File: src/design/sd_card_spi_host_engine_top_macros.svh
// Assertion macros for the SD SPI host engine.
`ifndef SD_CARD_SPI_HOST_ENGINE_TOP_MACROS_SVH
`define SD_CARD_SPI_HOST_ENGINE_TOP_MACROS_SVH

`define SDSPI_ASSERT_IMPL(label, clk, rst, ante, cons, msg) \
  label: assert property (@(posedge clk) disable iff (rst) (ante) |-> (cons)) \
    else $error(msg);

`define SDSPI_ASSERT_NEXT(label, clk, rst, ante, cons, msg) \
  label: assert property (@(posedge clk) disable iff (rst) (ante) |=> (cons)) \
    else $error(msg);

`endif

File: src/design/sdspi_pkg.sv
package sdspi_pkg;

  typedef enum logic [3:0] {
    PH_IDLE  = 4'd0,
    PH_WAKE  = 4'd1,
    PH_READY = 4'd2,
    PH_FRAME = 4'd3,
    PH_RESP  = 4'd4,
    PH_R4    = 4'd5,
    PH_TOKEN = 4'd6,
    PH_DATA  = 4'd7,
    PH_DCRC  = 4'd8,
    PH_WGAP  = 4'd9,
    PH_WDATA = 4'd10,
    PH_WCRC  = 4'd11,
    PH_WRESP = 4'd12,
    PH_BUSY  = 4'd13,
    PH_TRAIL = 4'd14
  } phase_t;

  localparam logic [1:0] OP_XCHG  = 2'd0;
  localparam logic [1:0] OP_INIT  = 2'd1;
  localparam logic [1:0] OP_READ  = 2'd2;
  localparam logic [1:0] OP_WRITE = 2'd3;

  localparam logic [1:0] REG_RESP_POLL  = 2'd0;
  localparam logic [1:0] REG_READY_POLL = 2'd1;
  localparam logic [1:0] REG_IDLE_RETRY = 2'd2;
  localparam logic [1:0] REG_INIT_RETRY = 2'd3;

  localparam logic [2:0] ST_OK        = 3'd0;
  localparam logic [2:0] ST_NO_IDLE   = 3'd1;
  localparam logic [2:0] ST_BAD_ECHO  = 3'd2;
  localparam logic [2:0] ST_INIT_TO   = 3'd3;
  localparam logic [2:0] ST_CMD_REJ   = 3'd4;
  localparam logic [2:0] ST_NO_TOKEN  = 3'd5;
  localparam logic [2:0] ST_WRITE_REJ = 3'd6;

  localparam logic [5:0] CMD0  = 6'd0;
  localparam logic [5:0] CMD8  = 6'd8;
  localparam logic [5:0] CMD9  = 6'd9;
  localparam logic [5:0] CMD17 = 6'd17;
  localparam logic [5:0] CMD24 = 6'd24;
  localparam logic [5:0] CMD41 = 6'd41;
  localparam logic [5:0] CMD55 = 6'd55;
  localparam logic [5:0] CMD58 = 6'd58;

  localparam logic [7:0] DATA_TOKEN = 8'hFE;
  localparam logic [7:0] IDLE_BYTE  = 8'hFF;

  typedef struct packed {
    logic [1:0]  op;
    logic [7:0]  miso_byte;
    logic [31:0] block_address;
    logic [7:0]  write_byte;
  } in_item_t;

  typedef struct packed {
    logic [7:0]  mosi_byte;
    logic        mosi_valid;
    logic        chip_select_high;
    logic        fast_clock;
    logic        data_wanted;
    logic [7:0]  read_data;
    logic        read_valid;
    logic        wait_one_ms;
    logic        done_res;
    logic [2:0]  status;
    logic        high_capacity;
    logic [31:0] block_count;
  } out_item_t;

  typedef struct packed {
    logic [7:0]  response_poll_limit;
    logic [16:0] ready_poll_limit;
    logic [7:0]  idle_retry_limit;
    logic [11:0] init_retry_limit;
  } cfg_t;

endpackage

File: src/design/sdspi_in_if.sv
interface sdspi_in_if;
  logic                 valid;
  logic                 ready;
  sdspi_pkg::in_item_t  payload;
  modport source (output valid, output payload, input ready);
  modport sink (input valid, input payload, output ready);
endinterface

File: src/design/sdspi_out_if.sv
interface sdspi_out_if;
  logic                  valid;
  logic                  ready;
  sdspi_pkg::out_item_t  payload;
  modport source (output valid, output payload, input ready);
  modport sink (input valid, input payload, output ready);
endinterface

File: src/design/sdspi_engine.sv
module sdspi_engine #(
  parameter int BLOCK_BYTES = 512
) (
  input  logic                 clk,
  input  logic                 rst,
  input  logic                 step,
  input  sdspi_pkg::in_item_t  item,
  input  sdspi_pkg::cfg_t      cfg,
  output sdspi_pkg::out_item_t result
);

  localparam int BW = $clog2(BLOCK_BYTES) + 1;
  localparam int SH = $clog2(BLOCK_BYTES);

  sdspi_pkg::phase_t phase, phase_next;
  logic [16:0] poll_count, poll_count_next;
  logic [11:0] retry_count, retry_count_next;
  logic [BW-1:0] byte_index, byte_index_next;
  logic [2:0] frame_index, frame_index_next;
  logic [5:0] command_index, command_index_next;
  logic [31:0] command_argument, command_argument_next;
  logic version_two, version_two_next;
  logic capacity_flag, capacity_flag_next;
  logic [31:0] capacity_blocks, capacity_blocks_next;
  logic [21:0] size_field, size_field_next;
  logic clock_fast, clock_fast_next;

  logic [7:0] o_mosi, o_rdata;
  logic [2:0] o_status;
  logic o_valid, o_wanted, o_rvalid, o_wait, o_done;

  logic [7:0] m;
  logic [16:0] poll_inc;
  logic [11:0] retry_inc;
  logic [7:0] r1;
  logic do_cmd_done;
  logic [5:0] sc_idx;
  logic [31:0] sc_arg;
  logic do_start;
  logic do_frame;
  logic do_token;
  logic [7:0] tok;
  logic do_acmd;
  logic [2:0] fi_inc;
  logic [31:0] shifted;
  logic [BW-1:0] bi_inc;

  function automatic logic [7:0] frame_byte(input logic [2:0] i, input logic [5:0] ci,
                                            input logic [31:0] arg);
    logic [7:0] b;
    unique case (i)
      3'd0: b = {2'b01, ci};
      3'd1: b = arg[31:24];
      3'd2: b = arg[23:16];
      3'd3: b = arg[15:8];
      3'd4: b = arg[7:0];
      default: b = (ci == sdspi_pkg::CMD0) ? 8'h95 : (ci == sdspi_pkg::CMD8) ? 8'h87 : 8'h01;
    endcase
    return b;
  endfunction

  always_comb begin
    m = item.miso_byte;
    phase_next = phase;
    poll_count_next = poll_count;
    retry_count_next = retry_count;
    byte_index_next = byte_index;
    frame_index_next = frame_index;
    command_index_next = command_index;
    command_argument_next = command_argument;
    version_two_next = version_two;
    capacity_flag_next = capacity_flag;
    capacity_blocks_next = capacity_blocks;
    size_field_next = size_field;
    clock_fast_next = clock_fast;
    o_mosi = 8'h00; o_valid = 1'b0; o_wanted = 1'b0; o_rdata = 8'h00;
    o_rvalid = 1'b0; o_wait = 1'b0; o_done = 1'b0; o_status = sdspi_pkg::ST_OK;
    poll_inc = poll_count + 17'd1;
    retry_inc = retry_count + 12'd1;
    fi_inc = frame_index + 3'd1;
    bi_inc = byte_index + BW'(1);
    shifted = {command_argument[23:0], m};
    r1 = m;
    do_cmd_done = 1'b0;
    do_start = 1'b0; sc_idx = sdspi_pkg::CMD0; sc_arg = 32'd0;
    do_frame = 1'b0;
    do_token = 1'b0; tok = m;
    do_acmd = 1'b0;

    if (item.op == sdspi_pkg::OP_INIT) begin
      clock_fast_next = 1'b0;
      phase_next = sdspi_pkg::PH_WAKE;
      byte_index_next = BW'(1);
      o_mosi = sdspi_pkg::IDLE_BYTE; o_valid = 1'b1;
    end else if (item.op == sdspi_pkg::OP_READ || item.op == sdspi_pkg::OP_WRITE) begin
      do_start = 1'b1;
      sc_idx = (item.op == sdspi_pkg::OP_READ) ? sdspi_pkg::CMD17 : sdspi_pkg::CMD24;
      sc_arg = capacity_flag ? item.block_address : (item.block_address << SH);
    end else begin
      unique case (phase)
        sdspi_pkg::PH_WAKE: begin
          if (byte_index < BW'(10)) begin
            byte_index_next = bi_inc;
            o_mosi = sdspi_pkg::IDLE_BYTE; o_valid = 1'b1;
          end else begin
            retry_count_next = 12'd0;
            if (cfg.idle_retry_limit == 8'd0) begin
              phase_next = sdspi_pkg::PH_IDLE; o_done = 1'b1; o_status = sdspi_pkg::ST_NO_IDLE;
            end else begin
              do_start = 1'b1; sc_idx = sdspi_pkg::CMD0;
            end
          end
        end
        sdspi_pkg::PH_READY: begin
          poll_count_next = poll_inc;
          if (m == 8'hFF || poll_inc >= cfg.ready_poll_limit) do_frame = 1'b1;
          else begin o_mosi = sdspi_pkg::IDLE_BYTE; o_valid = 1'b1; end
        end
        sdspi_pkg::PH_FRAME: begin
          frame_index_next = fi_inc;
          if (fi_inc < 3'd6) begin
            o_mosi = frame_byte(fi_inc, command_index, command_argument); o_valid = 1'b1;
          end else begin
            poll_count_next = 17'd0;
            if (cfg.response_poll_limit == 8'd0) begin
              do_cmd_done = 1'b1; r1 = 8'hFF;
            end else begin
              phase_next = sdspi_pkg::PH_RESP;
              o_mosi = sdspi_pkg::IDLE_BYTE; o_valid = 1'b1;
            end
          end
        end
        sdspi_pkg::PH_RESP: begin
          poll_count_next = poll_inc;
          if (!m[7] || poll_inc >= {9'd0, cfg.response_poll_limit}) do_cmd_done = 1'b1;
          else begin o_mosi = sdspi_pkg::IDLE_BYTE; o_valid = 1'b1; end
        end
        sdspi_pkg::PH_R4: begin
          command_argument_next = shifted;
          byte_index_next = bi_inc;
          if (bi_inc < BW'(4)) begin
            o_mosi = sdspi_pkg::IDLE_BYTE; o_valid = 1'b1;
          end else if (command_index == sdspi_pkg::CMD8) begin
            if (shifted[15:0] != 16'h01AA) begin
              phase_next = sdspi_pkg::PH_IDLE; o_done = 1'b1; o_status = sdspi_pkg::ST_BAD_ECHO;
            end else begin
              version_two_next = 1'b1; do_acmd = 1'b1;
            end
          end else begin
            capacity_flag_next = shifted[30];
            capacity_blocks_next = 32'd0;
            do_start = 1'b1; sc_idx = sdspi_pkg::CMD9;
          end
        end
        sdspi_pkg::PH_TOKEN: begin
          poll_count_next = poll_inc;
          if (m != 8'hFF || poll_inc >= cfg.ready_poll_limit) do_token = 1'b1;
          else begin o_mosi = sdspi_pkg::IDLE_BYTE; o_valid = 1'b1; end
        end
        sdspi_pkg::PH_DATA: begin
          byte_index_next = bi_inc;
          if (command_index == sdspi_pkg::CMD9) begin
            if (byte_index == BW'(0)) command_argument_next = {31'd0, m[7:6] == 2'd1};
            else if (byte_index == BW'(7)) size_field_next = {m[5:0], 16'd0};
            else if (byte_index == BW'(8)) size_field_next = size_field | {6'd0, m, 8'd0};
            else if (byte_index == BW'(9)) size_field_next = size_field | {14'd0, m};
            if (bi_inc >= BW'(16)) begin
              phase_next = sdspi_pkg::PH_DCRC; frame_index_next = 3'd1;
            end
          end else begin
            o_rdata = m; o_rvalid = 1'b1;
            if (bi_inc >= BW'(BLOCK_BYTES)) begin
              phase_next = sdspi_pkg::PH_DCRC; frame_index_next = 3'd1;
            end
          end
          o_mosi = sdspi_pkg::IDLE_BYTE; o_valid = 1'b1;
        end
        sdspi_pkg::PH_DCRC: begin
          if (frame_index < 3'd2) begin
            frame_index_next = fi_inc;
            o_mosi = sdspi_pkg::IDLE_BYTE; o_valid = 1'b1;
          end else begin
            if (command_index == sdspi_pkg::CMD9 && command_argument == 32'd1)
              capacity_blocks_next = {size_field + 22'd1, 10'd0};
            phase_next = sdspi_pkg::PH_TRAIL; frame_index_next = sdspi_pkg::ST_OK;
            o_mosi = sdspi_pkg::IDLE_BYTE; o_valid = 1'b1;
          end
        end
        sdspi_pkg::PH_WGAP: begin
          phase_next = sdspi_pkg::PH_WDATA;
          byte_index_next = BW'(0);
          o_mosi = sdspi_pkg::DATA_TOKEN; o_valid = 1'b1; o_wanted = 1'b1;
        end
        sdspi_pkg::PH_WDATA: begin
          o_mosi = item.write_byte; o_valid = 1'b1;
          byte_index_next = bi_inc;
          if (bi_inc >= BW'(BLOCK_BYTES)) begin
            phase_next = sdspi_pkg::PH_WCRC; frame_index_next = 3'd0;
          end else o_wanted = 1'b1;
        end
        sdspi_pkg::PH_WCRC: begin
          frame_index_next = fi_inc;
          if (fi_inc >= 3'd3) phase_next = sdspi_pkg::PH_WRESP;
          o_mosi = sdspi_pkg::IDLE_BYTE; o_valid = 1'b1;
        end
        sdspi_pkg::PH_WRESP: begin
          if (m[4:0] != 5'h05) begin
            phase_next = sdspi_pkg::PH_IDLE; o_done = 1'b1; o_status = sdspi_pkg::ST_WRITE_REJ;
          end else begin
            poll_count_next = 17'd0;
            if (cfg.ready_poll_limit == 17'd0) begin
              phase_next = sdspi_pkg::PH_TRAIL; frame_index_next = sdspi_pkg::ST_OK;
            end else phase_next = sdspi_pkg::PH_BUSY;
            o_mosi = sdspi_pkg::IDLE_BYTE; o_valid = 1'b1;
          end
        end
        sdspi_pkg::PH_BUSY: begin
          poll_count_next = poll_inc;
          if (m == 8'hFF || poll_inc >= cfg.ready_poll_limit) begin
            phase_next = sdspi_pkg::PH_TRAIL; frame_index_next = sdspi_pkg::ST_OK;
          end
          o_mosi = sdspi_pkg::IDLE_BYTE; o_valid = 1'b1;
        end
        sdspi_pkg::PH_TRAIL: begin
          if (command_index == sdspi_pkg::CMD9) clock_fast_next = 1'b1;
          phase_next = sdspi_pkg::PH_IDLE; o_done = 1'b1; o_status = frame_index;
        end
        default: phase_next = sdspi_pkg::PH_IDLE;
      endcase
    end

    if (do_cmd_done) begin
      unique case (command_index)
        sdspi_pkg::CMD0: begin
          retry_count_next = retry_inc;
          if (r1 == 8'h01) begin
            do_start = 1'b1; sc_idx = sdspi_pkg::CMD8; sc_arg = 32'h1AA;
          end else if (retry_inc >= {4'd0, cfg.idle_retry_limit}) begin
            phase_next = sdspi_pkg::PH_IDLE; o_done = 1'b1; o_status = sdspi_pkg::ST_NO_IDLE;
          end else begin
            do_start = 1'b1; sc_idx = sdspi_pkg::CMD0;
          end
        end
        sdspi_pkg::CMD8: begin
          version_two_next = 1'b0;
          if (r1 == 8'h01) begin
            phase_next = sdspi_pkg::PH_R4; byte_index_next = BW'(0);
            command_argument_next = 32'd0;
            o_mosi = sdspi_pkg::IDLE_BYTE; o_valid = 1'b1;
          end else do_acmd = 1'b1;
        end
        sdspi_pkg::CMD55: begin
          do_start = 1'b1; sc_idx = sdspi_pkg::CMD41;
          sc_arg = version_two ? 32'h4000_0000 : 32'd0;
        end
        sdspi_pkg::CMD41: begin
          retry_count_next = retry_inc;
          o_wait = 1'b1;
          if (r1 == 8'h00) begin
            capacity_flag_next = 1'b0;
            do_start = 1'b1;
            if (version_two) sc_idx = sdspi_pkg::CMD58;
            else begin sc_idx = sdspi_pkg::CMD9; capacity_blocks_next = 32'd0; end
          end else if (retry_inc >= cfg.init_retry_limit) begin
            phase_next = sdspi_pkg::PH_IDLE; o_done = 1'b1; o_status = sdspi_pkg::ST_INIT_TO;
          end else begin
            do_start = 1'b1; sc_idx = sdspi_pkg::CMD55;
          end
        end
        sdspi_pkg::CMD58: begin
          if (r1 == 8'h00) begin
            phase_next = sdspi_pkg::PH_R4; byte_index_next = BW'(0);
            command_argument_next = 32'd0;
            o_mosi = sdspi_pkg::IDLE_BYTE; o_valid = 1'b1;
          end else begin
            capacity_blocks_next = 32'd0;
            do_start = 1'b1; sc_idx = sdspi_pkg::CMD9;
          end
        end
        sdspi_pkg::CMD9: begin
          if (r1 == 8'h00) do_token = 1'b1;
          else begin
            phase_next = sdspi_pkg::PH_TRAIL; frame_index_next = sdspi_pkg::ST_OK;
            o_mosi = sdspi_pkg::IDLE_BYTE; o_valid = 1'b1;
          end
        end
        sdspi_pkg::CMD17: begin
          if (r1 != 8'h00) begin
            phase_next = sdspi_pkg::PH_IDLE; o_done = 1'b1; o_status = sdspi_pkg::ST_CMD_REJ;
          end else do_token = 1'b1;
        end
        default: begin
          if (r1 != 8'h00) begin
            phase_next = sdspi_pkg::PH_IDLE; o_done = 1'b1; o_status = sdspi_pkg::ST_CMD_REJ;
          end else begin
            phase_next = sdspi_pkg::PH_WGAP;
            o_mosi = sdspi_pkg::IDLE_BYTE; o_valid = 1'b1;
          end
        end
      endcase
    end

    if (do_acmd) begin
      retry_count_next = 12'd0;
      if (cfg.init_retry_limit == 12'd0) begin
        phase_next = sdspi_pkg::PH_IDLE; o_done = 1'b1; o_status = sdspi_pkg::ST_INIT_TO;
      end else begin
        do_start = 1'b1; sc_idx = sdspi_pkg::CMD55;
      end
    end

    // token handling: command_index is not changed by anything else in this step
    if (do_token) begin
      poll_count_next = 17'd0;
      if (do_cmd_done && cfg.ready_poll_limit == 17'd0) tok = 8'hFF;
      if (do_cmd_done && cfg.ready_poll_limit != 17'd0) begin
        phase_next = sdspi_pkg::PH_TOKEN;
        o_mosi = sdspi_pkg::IDLE_BYTE; o_valid = 1'b1;
      end else if (tok == sdspi_pkg::DATA_TOKEN) begin
        phase_next = sdspi_pkg::PH_DATA;
        byte_index_next = BW'(0);
        if (command_index == sdspi_pkg::CMD9) command_argument_next = 32'd0;
        o_mosi = sdspi_pkg::IDLE_BYTE; o_valid = 1'b1;
      end else begin
        phase_next = sdspi_pkg::PH_TRAIL;
        frame_index_next = (command_index == sdspi_pkg::CMD9) ? sdspi_pkg::ST_OK
                                                             : sdspi_pkg::ST_NO_TOKEN;
        o_mosi = sdspi_pkg::IDLE_BYTE; o_valid = 1'b1;
      end
    end

    if (do_start) begin
      command_index_next = sc_idx;
      command_argument_next = sc_arg;
      poll_count_next = 17'd0;
      if (cfg.ready_poll_limit == 17'd0) do_frame = 1'b1;
      else begin
        phase_next = sdspi_pkg::PH_READY;
        o_mosi = sdspi_pkg::IDLE_BYTE; o_valid = 1'b1;
      end
    end

    if (do_frame) begin
      phase_next = sdspi_pkg::PH_FRAME;
      frame_index_next = 3'd0;
      o_mosi = frame_byte(3'd0, command_index_next, command_argument_next);
      o_valid = 1'b1;
    end
  end

  always_ff @(posedge clk) begin
    if (rst) begin
      phase <= sdspi_pkg::PH_IDLE;
      poll_count <= '0; retry_count <= '0; byte_index <= '0; frame_index <= '0;
      command_index <= '0; command_argument <= '0; version_two <= 1'b0;
      capacity_flag <= 1'b0; capacity_blocks <= '0; size_field <= '0; clock_fast <= 1'b0;
    end else if (step) begin
      phase <= phase_next;
      poll_count <= poll_count_next; retry_count <= retry_count_next;
      byte_index <= byte_index_next; frame_index <= frame_index_next;
      command_index <= command_index_next; command_argument <= command_argument_next;
      version_two <= version_two_next; capacity_flag <= capacity_flag_next;
      capacity_blocks <= capacity_blocks_next; size_field <= size_field_next;
      clock_fast <= clock_fast_next;
    end
  end

  always_comb begin
    result.mosi_byte = o_mosi;
    result.mosi_valid = o_valid;
    result.chip_select_high = (phase_next == sdspi_pkg::PH_IDLE) ||
                              (phase_next == sdspi_pkg::PH_WAKE) ||
                              (phase_next == sdspi_pkg::PH_TRAIL);
    result.fast_clock = clock_fast_next;
    result.data_wanted = o_wanted;
    result.read_data = o_rdata;
    result.read_valid = o_rvalid;
    result.wait_one_ms = o_wait;
    result.done_res = o_done;
    result.status = o_status;
    result.high_capacity = capacity_flag_next;
    result.block_count = capacity_blocks_next;
  end

endmodule

File: src/design/sd_card_spi_host_engine_top.sv
// SD card SPI-mode host engine. Each accepted beat is either a start request (init, block
// read, block write) or the MISO byte returned for the last MOSI byte; each produces one
// result beat naming the next MOSI byte, CS level and clock speed. One beat per cycle:
// all decisions are made in one pass through the sequencer logic and land in the result
// register, so a new beat is taken every cycle while the result side keeps up.
`include "sd_card_spi_host_engine_top_macros.svh"

module sd_card_spi_host_engine_top #(
  parameter int BLOCK_BYTES = 512
) (
  input  logic         clk,
  input  logic         rst,
  input  logic         cfg_we,
  input  logic [1:0]   cfg_index,
  input  logic [16:0]  cfg_data,
  sdspi_in_if.sink     in_ch,
  sdspi_out_if.source  out_ch
);

  sdspi_pkg::cfg_t cfg;
  sdspi_pkg::out_item_t result;
  logic step;
  logic out_valid;
  sdspi_pkg::out_item_t out_data;

  assign in_ch.ready = !out_valid || out_ch.ready;
  assign step = in_ch.valid && in_ch.ready;

  always_ff @(posedge clk) begin
    if (rst) begin
      cfg.response_poll_limit <= 8'd12;
      cfg.ready_poll_limit <= 17'd100000;
      cfg.idle_retry_limit <= 8'd20;
      cfg.init_retry_limit <= 12'd2000;
    end else if (cfg_we) begin
      unique case (cfg_index)
        sdspi_pkg::REG_RESP_POLL:  cfg.response_poll_limit <= cfg_data[7:0];
        sdspi_pkg::REG_READY_POLL: cfg.ready_poll_limit <= cfg_data;
        sdspi_pkg::REG_IDLE_RETRY: cfg.idle_retry_limit <= cfg_data[7:0];
        sdspi_pkg::REG_INIT_RETRY: cfg.init_retry_limit <= cfg_data[11:0];
        default: ;
      endcase
    end
  end

  sdspi_engine #(.BLOCK_BYTES(BLOCK_BYTES)) u_engine (
    .clk(clk), .rst(rst), .step(step), .item(in_ch.payload), .cfg(cfg), .result(result)
  );

  always_ff @(posedge clk) begin
    if (rst) begin
      out_valid <= 1'b0;
    end else if (step) begin
      out_valid <= 1'b1;
    end else if (out_ch.ready) begin
      out_valid <= 1'b0;
    end
  end

  always_ff @(posedge clk) begin
    if (step) out_data <= result;
  end

  assign out_ch.valid = out_valid;
  assign out_ch.payload = out_data;

  `SDSPI_ASSERT_NEXT(a_step_fills, clk, rst, step, out_valid, "accepted beat gave no result")
  `SDSPI_ASSERT_IMPL(a_stall_holds_in, clk, rst, out_valid && !out_ch.ready, !in_ch.ready,
    "input taken while result stalled")
  `SDSPI_ASSERT_IMPL(a_done_quiet, clk, rst, out_valid && out_data.done_res && !out_data.mosi_valid,
    out_data.chip_select_high, "request ended with CS low")

endmodule
File: src/flat_wrapper.sv
// flat-port wrapper written by rule: the top's interface ports become plain ports
module sd_card_spi_host_engine_top_flat 
#(
  parameter int BLOCK_BYTES = 512
)
  (clk, rst, cfg_we, cfg_index, cfg_data, in_ch_valid, in_ch_payload, in_ch_ready, out_ch_valid, out_ch_payload, out_ch_ready);
  sdspi_in_if in_ch_i ();
  sdspi_out_if out_ch_i ();
  input  logic clk;
  input  logic rst;
  input  logic cfg_we;
  input  logic [1:0] cfg_index;
  input  logic [16:0] cfg_data;
  input wire logic [$bits(in_ch_i.valid)-1:0] in_ch_valid;
  input wire logic [$bits(in_ch_i.payload)-1:0] in_ch_payload;
  output wire logic [$bits(in_ch_i.ready)-1:0] in_ch_ready;
  output wire logic [$bits(out_ch_i.valid)-1:0] out_ch_valid;
  output wire logic [$bits(out_ch_i.payload)-1:0] out_ch_payload;
  input wire logic [$bits(out_ch_i.ready)-1:0] out_ch_ready;
  assign in_ch_i.valid = in_ch_valid;
  assign in_ch_i.payload = in_ch_payload;
  assign in_ch_ready = in_ch_i.ready;
  assign out_ch_valid = out_ch_i.valid;
  assign out_ch_payload = out_ch_i.payload;
  assign out_ch_i.ready = out_ch_ready;
  sd_card_spi_host_engine_top #(.BLOCK_BYTES(BLOCK_BYTES)) u_core (.clk(clk), .rst(rst), .cfg_we(cfg_we), .cfg_index(cfg_index), .cfg_data(cfg_data), .in_ch(in_ch_i), .out_ch(out_ch_i));
endmodule
File: config.mk
export PLATFORM = sky130hd
export DESIGN_NAME = sd_card_spi_host_engine_top_flat
export DESIGN_NICKNAME = d
export VERILOG_FILES = /design/src/design/sdspi_pkg.sv /design/src/design/sdspi_in_if.sv /design/src/design/sdspi_out_if.sv /design/src/design/sdspi_engine.sv /design/src/design/sd_card_spi_host_engine_top.sv /design/src/flat_wrapper.sv
export VERILOG_INCLUDE_DIRS = /design/src /design/src/design
export SDC_FILE = /design/constraint.sdc
export NUM_CORES = 1
export LEC_CHECK = 0
export BUFFER_PORTS_ARGS = -buffer_cell sky130_fd_sc_hd__buf_2
export CAP_MARGIN = 20
export CELL_PAD_IN_SITES_DETAIL_PLACEMENT = 1
export CELL_PAD_IN_SITES_GLOBAL_PLACEMENT = 2
export CORE_ASPECT_RATIO = 0.75
export CORE_MARGIN = 5
export CORE_UTILIZATION = 39
export CTS_CLUSTER_DIAMETER = 30
export DETAILED_ROUTE_END_ITERATION = 7
export PLACE_DENSITY = 0.85
export SLEW_MARGIN = 0
export SYNTH_ARGS = -nofsm -noshare
export SYNTH_HDL_FRONTEND = slang
export SYNTH_SLANG_ARGS = --single-unit
File: constraint.sdc
create_clock -name clk -period 7.5 [get_ports clk]
set_clock_uncertainty 0.15 [all_clocks]
set_input_delay 0.375 -clock clk [delete_from_list [all_inputs] [get_ports clk]]
set_output_delay 0.375 -clock clk [all_outputs]
set_load 0.01 [all_outputs]
==> out/qor.yml <==
status:
  run_status: "finished, final reports clean"
die:
  ioPinCount: 135
  die_width_um: 235.7
  initial_core_util: 0.3921
  die-height_um: 179.3
  core_region_area_um2: 38010
  die_footprint_um2: 42270
  fp-row-count: 62
clock_tree:
  cts-root-buf: "sky130_fd_sc_hd__clkbuf_16"
  cts_tree: "built"
  clock_insertion_delay_worst_skew_ns: 0.61
  clk_transition_reported_paths_ns: 0.05
  cts_buffers: 57
  cts-resized-gates: 0
  h_tree_level_count: 2
  max_root_sink_buffers: 3
  cts.sink_count: 246
  cts_setup_buffers: 0
sta:
  final_period_minus_worst_setup_slack_ns: 5.584
  tightest_slew_ns: 1.180
  drv_slew: 0
  fmaxAchievable_ghz: 0.1791
  maxSlewHeadroom: 0.2062
  unrepaired_setup_endpoints_after_global_routing: "false"
  setup_total_negative_slack_ns: 0
  final-setup-viol-count: 0
  finalHoldViolCount: 0
  final.period_utilization: 0.7446
global_routing:
  maximum_number_of_pins_on_one_net_before_global_route_repair: 91
  grt_remaining_overflow: 0
  first_global_vias: 14880
  grt_pass1_wl_um: 86770
  groute.usage.overall: 0.2550
  antenna_found_initial: 1
logic_synthesis:
  syn-mean-instance-area_um2: 8.154
  post_synth_edffs: 59
  synthesis.nets: 1958
  yosys.area.top_type_share: 0.2512
  postSynthRegisterBits: 246
  yosys-top-cells-area: "sky130_fd_sc_hd__dfxtp_1 (25%), sky130_fd_sc_hd__edfxtp_1 (12%), sky130_fd_sc_hd__nor2_1 (5.7%)"
  primary_flip_flop_cell_chosen_by_synthesis_mapping: "sky130_fd_sc_hd__dfxtp_1"
  synthDistinctLibCells: 91
  netlist_instances: 1828
  yosysWarnings: 0
  post_synth_instance_area_um2: 14910
  yosysSeqAreaShare: 0.3700
  synth-async-reset-ratio: 0
  synth_area_leader_cell: "sky130_fd_sc_hd__dfxtp_1"
place:
  port-buffer-count: 134
  place.gp.congestion: 0.9497
  dpl.cell_count: 2371
  half_perimeter_wire_length_after_detailed_placement_um: 39970
route:
  routed_wirelength_um: 56420
  postRouteAntennaNets: 0
  drt-wirelength-per-cell_um: 22.55
  drtPass1Iterations: 5
  detailedRoute.firstIterationViolations: 1488
  routed-via-count: 14960
  detail_route.drc_violations: 0
  routed_via_density: 5.978
cells_and_area:
  share_of_post_route_cells_with_drive_strength_above_1: 0.1638
  final_nets: 2072
  layout_commonest_cell: "sky130_fd_sc_hd__nor2_1"
  finalCoreUtilization: 0.4765
  final-instance-count-excl-fill: 2502
  most_used_cells_in_the_layout_excluding_fill_and_tap_cells: "sky130_fd_sc_hd__nor2_1 (224), sky130_fd_sc_hd__dfxtp_1 (187), sky130_fd_sc_hd__nand2_1 (186), sky130_fd_sc_hd__buf_2 (134), sky130_fd_sc_hd__a21oi_1 (123)"
  layout.area.seq_um2: 5515
  synthToLayoutAreaGrowth_pct: 21.51
  multi_input_area_um2: 8648
  num-fill-cells: 4550
  antenna-diode-count: 0
job:
  timing.max_cap.violations: 0
worst_setup_path:
  rrSetupSlack_ns: 1.92
  critPathArrivalTime_ns: 5.93
  cp.required_ns: 7.85
  crit_path_max_incr_delay_ns: 0.76
  worstPathBufferInverterCount: 0
  slowest_stage: "sky130_fd_sc_hd__nor2_2"
  critPathMaxFanout: 15
  worstSetupStartpointType: "flop"
  critical_path.cell_chain: "ha_1 > xor2_1 > nand4_1 > o211a_1 > a211oi_2 > nor2_1 > o41ai_4 > nand3_1 > nor2_2 > nand3b_1 > a21oi_1"
  critical_path.endpoint_type: "flop"
  crit_type: "reg -> reg"
  worst_path_dominant_cell_family: "simple AND/OR/NAND/NOR gates"
power:
  p_leak_uw: 0.007108
  power.density_cell_area_nw_per_um2: 235.4
  ir_drop_mv: 0.1954
  post-layout-total-power_uw: 4263
min_path:
  hold_path.class: "in -> reg"
-- worst register-to-register path, stage by stage (launching register included) --
cell	delay, ns
sky130_fd_sc_hd__dfxtp_1	0.52
sky130_fd_sc_hd__ha_1	0.32
sky130_fd_sc_hd__xor2_1	0.73
sky130_fd_sc_hd__nand4_1	0.43
sky130_fd_sc_hd__o211a_1	0.51
sky130_fd_sc_hd__a211oi_2	0.43
sky130_fd_sc_hd__nor2_1	0.20
sky130_fd_sc_hd__o41ai_4	0.49
sky130_fd_sc_hd__nand3_1	0.60
sky130_fd_sc_hd__nor2_2	0.77
sky130_fd_sc_hd__nand3b_1	0.16
sky130_fd_sc_hd__a21oi_1	0.18
-- area by class of cell --
cell class	count	share of cell area
tap	512	0.03537
clock buffer	63	0.08111
clock inverter	44	0.02667
inverter	63	0.01320
multi-input combinational	1391	0.4775
sequential	246	0.3045
timing repair buffer	183	0.06162
-- cells in the mapped netlist (19+ instances only) --
cell / n
sky130_fd_sc_hd__a211oi_1: 20
sky130_fd_sc_hd__inv_1: 61
sky130_fd_sc_hd__xor2_1: 20
sky130_fd_sc_hd__a21oi_1: 123
sky130_fd_sc_hd__a221oi_1: 35
sky130_fd_sc_hd__buf_2: 21
sky130_fd_sc_hd__nor4_1: 29
sky130_fd_sc_hd__nand3b_1: 19
sky130_fd_sc_hd__nor2_1: 225
sky130_fd_sc_hd__nor3_1: 70
sky130_fd_sc_hd__nand3_1: 52
sky130_fd_sc_hd__clkbuf_1: 99
sky130_fd_sc_hd__mux2_2: 23
sky130_fd_sc_hd__a22oi_1: 40
sky130_fd_sc_hd__ha_1: 56
sky130_fd_sc_hd__and3_1: 25
sky130_fd_sc_hd__a22o_1: 38
sky130_fd_sc_hd__and2_1: 44
sky130_fd_sc_hd__a31oi_1: 22
sky130_fd_sc_hd__edfxtp_1: 59
sky130_fd_sc_hd__nand4_1: 19
sky130_fd_sc_hd__xnor2_1: 33
sky130_fd_sc_hd__nand2_1: 187
sky130_fd_sc_hd__dfxtp_1: 187
sky130_fd_sc_hd__o21ai_0: 87
-- state kept, by name, indices dropped and copies added (netlist names) --
register / cells
u_core.out_ch.payload: 59
u_core.cfg: 45
u_core.u_engine.capacity_blocks: 32
u_core.u_engine.command_argument: 32
u_core.u_engine.size_field: 22
u_core.u_engine.poll_count: 17
u_core.u_engine.retry_count: 12
u_core.u_engine.byte_index: 10
u_core.u_engine.command_index: 6
u_core.u_engine.phase: 4
u_core.u_engine.frame_index: 3
u_core.out_ch.valid: 1
u_core.u_engine.capacity_flag: 1
u_core.u_engine.clock_fast: 1
u_core.u_engine.version_two: 1
-- metal layers --
metal	global-route usage	up-vias	share of wire
met3	0.05444	98	0.079
met4	0.06310	4	0.021
met1	0.3711	7369	0.47
met5	0.005612	-	0.00080
met2	0.3872	548	0.43
li1	-	6937	-
-- power breakdown --
part | internal (µW) | switching (µW) | leakage [µW]
Combinational | 123 | 223 | 0.00409
Sequential | 1400 | 42.4 | 0.00210
Clock | 1580 | 895 | 0.000915
-- path summary, 6_finish.rpt --
| kind | start | endpoint | depth (start not counted) |
|---|---|---|---|
| min | in_ch_payload[13] | u_core.u_engine.command_argument[5] | 3 |
| max reg2reg | u_core.u_engine.frame_index[1] | u_core.u_engine.poll_count[8] | 11 |
| max | u_core.u_engine.frame_index[1] | u_core.u_engine.poll_count[8] | 11 |
| min reg2reg | u_core.u_engine.capacity_blocks[2] | u_core.u_engine.capacity_blocks[2] | 1 |
-- stage by stage --
stage / instance area [µm²] / hold WS (ns) / worst slack [ns]
3_3_place_gp: 15900 / 0.2840 / 2.098
2_1_floorplan: 14910 / 0.2709 / 3.270
6_report: 18110 / 0.01910 / 1.916
3_5_place_dp: 15920 / 0.2865 / 1.967
5_1_grt: 18110 / 0.03262 / 1.593
4_1_cts: 18080 / 0.005314 / 1.922
-- cell families (layout without fill, tap and decap cells) --
kind of cell | count (synthesis) | in the layout | share of synthesized area
AND/OR/NAND/NOR | 758 | 758 | 0.2485
AO/OA/AOI/OAI | 488 | 488 | 0.2266
flip-flops | 246 | 246 | 0.3700
buffers and inverters | 191 | 353 | 0.05070
adder cells (fa/ha/maj) | 56 | 56 | 0.04701
XOR/XNOR | 53 | 53 | 0.03114
multiplexers | 36 | 36 | 0.02611
-- what timing repair did --
item	in CTS	in global routing
hold buffers	20	0
endpoints found under the setup margin	0	0
endpoints found under the hold margin	47	0
No activity file was read; power rests on OpenSTA's default activity.
